`src/window_pattern_histogram_assert.svh`:
```
// ---------------------------------------------------------------------------
// window pattern histogram assertion macros
// shared property forms for the block's concurrent checks
// ---------------------------------------------------------------------------
`ifndef WINDOW_PATTERN_HISTOGRAM_ASSERT_SVH
`define WINDOW_PATTERN_HISTOGRAM_ASSERT_SVH

// same-cycle implication, disabled while reset is low
`define WPH_ASSERT_IMP(lbl, clk, rst_n, ante, cons, msg) \
    lbl: assert property (@(posedge clk) disable iff (!rst_n) (ante) |-> (cons)) \
        else $error(msg);

// next-cycle implication, disabled while reset is low
`define WPH_ASSERT_NXT(lbl, clk, rst_n, ante, cons, msg) \
    lbl: assert property (@(posedge clk) disable iff (!rst_n) (ante) |=> (cons)) \
        else $error(msg);

`endif

```
`src/wph_pkg.sv`:
```
// ---------------------------------------------------------------------------
// wph_pkg
// shared constants, codes and request types of the window pattern histogram
// ---------------------------------------------------------------------------
package wph_pkg;

    localparam int MAX_WIDTH  = 1024;
    localparam int MAX_HEIGHT = 1024;
    localparam int COUNT_BITS = 20;

    localparam int CFG_BITS     = 11;
    localparam int CFG_IDX_BITS = 1;
    localparam int PIXEL_BITS   = 32;
    localparam int OP_BITS      = 2;
    localparam int CODE_BITS    = 9;
    localparam int COORD_BITS   = 10;
    localparam int BIN_OUT_BITS = 20;
    localparam int HIST_DEPTH   = 512;

    localparam int COL_BITS = $clog2(MAX_WIDTH);
    localparam int ROW_BITS = $clog2(MAX_HEIGHT);
    localparam int MAX_DIM  = (MAX_WIDTH > MAX_HEIGHT) ? MAX_WIDTH : MAX_HEIGHT;
    localparam int DIM_RAW  = $clog2(MAX_DIM + 1);
    localparam int DIM_BITS = (DIM_RAW > CFG_BITS) ? DIM_RAW : CFG_BITS;
    localparam int MIN_DIM  = 3;

    localparam int SWEEP_DEPTH = (MAX_WIDTH > HIST_DEPTH) ? MAX_WIDTH : HIST_DEPTH;
    localparam int SWEEP_BITS  = $clog2(SWEEP_DEPTH);

    localparam int FIFO_DEPTH    = 4;
    localparam int FIFO_PTR_BITS = $clog2(FIFO_DEPTH);
    localparam int FIFO_LVL_BITS = $clog2(FIFO_DEPTH + 1);
    localparam int OCC_BITS      = FIFO_LVL_BITS + 1;

    localparam logic [PIXEL_BITS-1:0] WHITE_ARGB     = 32'hFFFF_FFFF;
    localparam logic [CODE_BITS-1:0]  NEIGH_MASK     = 9'h1EF;
    localparam int                    CAND_NEIGHBORS = 2;

    localparam logic [CFG_BITS-1:0] RST_FRAME_WIDTH  = 11'd640;
    localparam logic [CFG_BITS-1:0] RST_FRAME_HEIGHT = 11'd480;

    localparam logic [CFG_IDX_BITS-1:0] CFG_FRAME_WIDTH  = 1'd0;
    localparam logic [CFG_IDX_BITS-1:0] CFG_FRAME_HEIGHT = 1'd1;

    typedef enum logic [OP_BITS-1:0] {
        OP_PIXEL = 2'd0,
        OP_READ  = 2'd1,
        OP_CLEAR = 2'd2
    } t_op;

    typedef struct packed {
        logic [OP_BITS-1:0]    operation;
        logic [PIXEL_BITS-1:0] pixel_argb;
        logic [CODE_BITS-1:0]  bin_index;
    } t_in_item;

    typedef struct packed {
        logic                    window_valid;
        logic [COORD_BITS-1:0]   center_x;
        logic [COORD_BITS-1:0]   center_y;
        logic [CODE_BITS-1:0]    pattern_code;
        logic                    is_candidate;
        logic [BIN_OUT_BITS-1:0] bin_count;
    } t_out_item;

    typedef struct packed {
        logic [CFG_BITS-1:0] frame_width;
        logic [CFG_BITS-1:0] frame_height;
    } t_cfg;

    // window stage to histogram stage
    typedef struct packed {
        logic                  valid;
        logic [OP_BITS-1:0]    op;
        logic                  window_valid;
        logic [COORD_BITS-1:0] center_x;
        logic [COORD_BITS-1:0] center_y;
        logic [CODE_BITS-1:0]  pattern_code;
        logic                  is_candidate;
        logic [CODE_BITS-1:0]  addr;
    } t_hist_req;

    // memory clearing pass, driven by the histogram stage
    typedef struct packed {
        logic                  active;
        logic                  row_en;
        logic [SWEEP_BITS-1:0] idx;
    } t_sweep;

endpackage

```
`src/wph_res_fifo.sv`:
```
// ---------------------------------------------------------------------------
// wph_res_fifo
// small result queue between the pipeline and the output channel
// ---------------------------------------------------------------------------
module wph_res_fifo (
    input  logic                             i_clk,
    input  logic                             i_rst_n,
    input  logic                             i_push,
    input  wph_pkg::t_out_item               i_data,
    input  logic                             i_stall,
    output logic                             o_valid,
    output wph_pkg::t_out_item               o_data,
    output logic [wph_pkg::FIFO_LVL_BITS-1:0] o_level
);

    wph_pkg::t_out_item                r_data [wph_pkg::FIFO_DEPTH];
    logic [wph_pkg::FIFO_PTR_BITS-1:0] r_wr_ptr, r_rd_ptr;
    logic [wph_pkg::FIFO_LVL_BITS-1:0] r_level;
    logic                              w_pop;

    function automatic logic [wph_pkg::FIFO_PTR_BITS-1:0] ptr_inc(
        input logic [wph_pkg::FIFO_PTR_BITS-1:0] p
    );
        if (32'(p) == wph_pkg::FIFO_DEPTH - 1) begin
            return '0;
        end
        return p + wph_pkg::FIFO_PTR_BITS'(1);
    endfunction

    assign w_pop = o_valid && !i_stall;

    always_ff @(posedge i_clk) begin
        if (!i_rst_n) begin
            r_wr_ptr <= '0;
            r_rd_ptr <= '0;
            r_level  <= '0;
        end else begin
            if (i_push) begin
                r_wr_ptr <= ptr_inc(r_wr_ptr);
            end
            if (w_pop) begin
                r_rd_ptr <= ptr_inc(r_rd_ptr);
            end
            if (i_push && !w_pop) begin
                r_level <= r_level + wph_pkg::FIFO_LVL_BITS'(1);
            end else if (w_pop && !i_push) begin
                r_level <= r_level - wph_pkg::FIFO_LVL_BITS'(1);
            end
        end
    end

    always_ff @(posedge i_clk) begin
        if (i_push) begin
            r_data[r_wr_ptr] <= i_data;
        end
    end

    assign o_valid = (r_level != '0);
    assign o_data  = r_data[r_rd_ptr];
    assign o_level = r_level;

endmodule

```
`config.mk`:
```
export PLATFORM = sky130hd
export DESIGN_NAME = wph_res_fifo
export DESIGN_NICKNAME = d
export VERILOG_FILES = /design/src/window_pattern_histogram_assert.svh /design/src/wph_pkg.sv /design/src/wph_res_fifo.sv
export SDC_FILE = /design/constraint.sdc
export NUM_CORES = 1
export LEC_CHECK = 0
export BUFFER_PORTS_ARGS = -buffer_cell sky130_fd_sc_hd__buf_2
export CAP_MARGIN = 40
export CORE_ASPECT_RATIO = 1.1
export CORE_MARGIN = 2
export CORE_UTILIZATION = 60
export CTS_BUF_LIST = sky130_fd_sc_hd__clkbuf_16
export DETAILED_ROUTE_END_ITERATION = 12
export GPL_ROUTABILITY_DRIVEN = 1
export PLACE_DENSITY = 0.84
export SYNTH_ARGS = -nofsm -noshare
export SYNTH_HDL_FRONTEND = slang
export SYNTH_SLANG_ARGS = --single-unit
```
`constraint.sdc`:
```
create_clock -name i_clk -period 6.6 [get_ports i_clk]
set_clock_uncertainty 0.2 [all_clocks]
set_input_delay 0.33 -clock i_clk [delete_from_list [all_inputs] [get_ports i_clk]]
set_output_delay 0.33 -clock i_clk [all_outputs]
set_load 0.03 [all_outputs]
```
==> results.toml <==
[run_status]
status = "finished, violations left"
violations = "design-rule violations"

[worst_setup_path]
worstPathArrival_ns = 2.19
rr_endpoint = "o_level[2]$_SDFFE_PN0P_"
crit_chain = "buf_16 -> mux4_2 -> buf_2"
r2r_start = "o_level[1]$_SDFFE_PN0P_"
max_stage_delay_ns = 0.62
r2r_setup_slack_ns = 3.90
path_class = "flop to output pin"
path_delay_family = "flip-flops"
critPathMaxFanout = 32
reg2reg_depth = 8
crit_path_end_kind = "output pin"
crit_required_ns = 6.07
cp_num_buf_inv = 2
setup.worst_path.start_class = "flop"
cp_slowest_cell = "dfxtp_4"

[logic_synthesis]
synth_compound_area_share_pct = 0.477
syn_avg_cell_area_um2 = 25.2
syn_area_um2 = 7880
syn-num-nets = 375
syn_inst = 313
synth_top_family_by_area = "multiplexers"
synth_top_cell_by_area = "edfxtp_1"
synth_area_leaders = "edfxtp_1 (78%), mux4_2 (14%), dfxtp_1 (2.3%), buf_12 (1.3%), ha_1 (0.95%)"
synth_edf_count = 204
seq_area_frac_synth_pct = 80.1
synth-simple-area-share_pct = 1.05
yosysMostFrequentCell = "edfxtp_1"
synthAdderAreaFrac_pct = 1.21
synth_top_flop_cell = "edfxtp_1"
yosysWarnings = 0
synth-seq-cells = 213
synth_top_area_share_pct = 77.8
async_reset_ff_share_pct = 0
muxShareOfSynthArea_pct = 15.0
synthXorXnorAreaFrac_pct = 0.222
synth_cell_types = 24
synth_common_cells = "edfxtp_1 (204), mux4_2 (50), dfxtp_1 (9)"

[cts]
h-tree-depth = 1
cts_sinks = 213
cts_tree = "done"
clock_latency_ns = 0.48
ctsRootBufferMaster = "clkbuf_16"
cts_setup_buffers = 0
clk_pin_slew_ns = 0.06
ctsLongestPathBuffers = 3
cts-buffers-inserted = 20

[sta]
timing.final.crit_share_pct = 41.2
slew_headroom_pct = 50.8
hold_viol = 0
period_needed_ns = 2.72
worstMarginPinSlew_ns = 0.738
fmaxAchievable_ghz = 0.368
slew_viol_final = 0
rsz0062_at_grt = "no"
setup_viol = 0
final.setup.tns_ns = 0

[detailed_routing]
drt_iter0_markers = 308
dr_wl_met2_mm = 7.38
vias_per_cell = 5.68
met3_length_um = 601
routed_wl_mm = 13.8
ant_nets = 0
wire_per_inst_um = 20.8
drt-met1-wl_mm = 5.65
post-route-drc-count = 6
dr.pass1.iters = 9
num_vias = 3759
routed.top_layer = "met4"

[min_path]
hold_class = "primary input to flop"
hold_end = "r_wr_ptr[1]$_SDFFE_PN0P_"
hold_depth = 3
hp-start = "i_push"

[global_routing]
grt_use_total_pct = 20.1
globalRouteOverflowTotal = 0
grt_pass1_wl_mm = 21.3
antenna_found_initial = 1
grt_pass1_vias = 4096
grt_max_degree = 52

[cells_and_area]
regArea_um2 = 6310
area_growth_pct = 23.8
fin_cells = 662
final_layout_size_suffix_gt1_share_pct = 39.7
layout.nets = 553
multiInputGateArea_um2 = 1420
fillCellCount = 660
utilization_pct = 76.8

[flow_run]
maxCapViolCount = 0

[power_and_ir_drop]
p_per_area_nw_per_um2 = 371
max-vdd-ir-drop_uv = 395
cellLeakagePower_nw = 3.40

[floorplanning]
die_width_um = 113
die_h_um = 124
start_util_pct = 62.0
dieArea_um2 = 14100
io_pins = 110
core-area_um2 = 12700
num_rows = 43

[placed_design]
dp_hpwl_mm = 7.86
io_buffers = 109
gp_congestion = 0.700
placed_cells = 573
[sequential cells by signal, indices dropped and copies added, names as in the netlist, named ones only]
signal / flops
r_data: 204
o_level: 3
r_rd_ptr: 2
r_wr_ptr: 2
[per-layer routing]
| metal | global-route usage [%] | vias up |
|---|---|---|
| met2 | 35.7 | 107 |
| li1 | - | 1685 |
| met3 | 3.65 | 13 |
| met5 | 0 | - |
| met4 | 5.18 | 0 |
| met1 | 26.2 | 1954 |
[area by class of cell]
class	instances	share of cell area, %
Multi-Input combinational cell	84	14.6
Antenna cell	1	0.0257
Tap cell	157	2.01
Timing Repair Buffer	168	11.7
Inverter	4	0.154
Clock buffer	21	5.39
Sequential cell	213	64.7
Clock inverter	14	1.44
[worst reg2reg max path: stages, from the launching register on]
cell and delay (ns):
dfxtp_1 0.35, nor3_1 0.47, or2_2 0.23, ha_1 0.20
inv_1 0.07, fa_1 0.38, xor2_1 0.19, or3_1 0.32
a21boi_0 0.21
[per-stage QoR]
step,hold slack [ns],worst slack [ns],power [mW],instance area [um^2]
floorplan,0.229,4.21,2.31,7880
global placement,0.298,4.11,2.45,8530
detailed placement,0.330,4.04,2.49,8550
CTS,0.0280,3.79,3.65,9750
global route,0.0693,3.62,3.76,9750
finish,0.0468,3.88,3.62,9750
[logic make-up after synthesis]
kind of cell               count (synthesis)
DFF                                      213
xor gates and xnor gates                   2
adders and majority gates                  7
muxes                                     54
and+or+nand+nor                           15
AOI/OAI and AO/OA                          6
buffers and inverters                     16
[cells in the final DEF (no fill, tap or decap), drive strengths merged]
master / synthesis / layout
clkinv: 0 / 5
fa: 1 / 1
mux4: 51 / 51
or2: 1 / 1
buf: 12 / 115
nor2b: 3 / 3
ha: 6 / 6
dlygate4sd3: 0 / 53
clkbuf: 0 / 21
xor2: 1 / 1
o211ai: 2 / 2
o21ai: 3 / 3
nor2: 2 / 2
nor3: 1 / 1
edfxtp: 204 / 204
bufinv: 0 / 3
or3: 1 / 1
dfxtp: 9 / 9
nand2: 2 / 2
mux2i: 3 / 3
a21boi: 1 / 1
xnor2: 1 / 1
inv: 4 / 10
and2: 5 / 5
diode: 0 / 1
[what timing repair did]
action	CTS	global route
hold endpoints to repair	213	0
resized for setup	0	0
endpoints found under the setup margin	0	0
hold buffers	53	0
[worst max path at each step]
stage	startpoint	end	slack (ns)	depth (start not counted)
floorplan	o_level[0]$_SDFFE_PN0P_	o_level[2]$_SDFFE_PN0P_	4.21	8
global placement	flop	o_data[44]	4.11	2
detailed placement	o_level[1]$_SDFFE_PN0P_	o_level[2]$_SDFFE_PN0P_	4.04	8
CTS	flop	o_data[0]	3.79	3
global route	o_level[0]$_SDFFE_PN0P_	o_level[2]$_SDFFE_PN0P_	3.62	8
finish	flop	o_data[0]	3.88	3
[where the power goes]
group	internal (mW)	total, mW	leakage (nW)	switching (mW)
clock	0.691	1.14	0.351	0.447
sequential	1.56	1.61	1.95	0.0553
combinational	0.353	0.863	1.10	0.509
total	2.60	3.62	3.40	1.01
No activity file was read; power rests on OpenSTA's default activity.
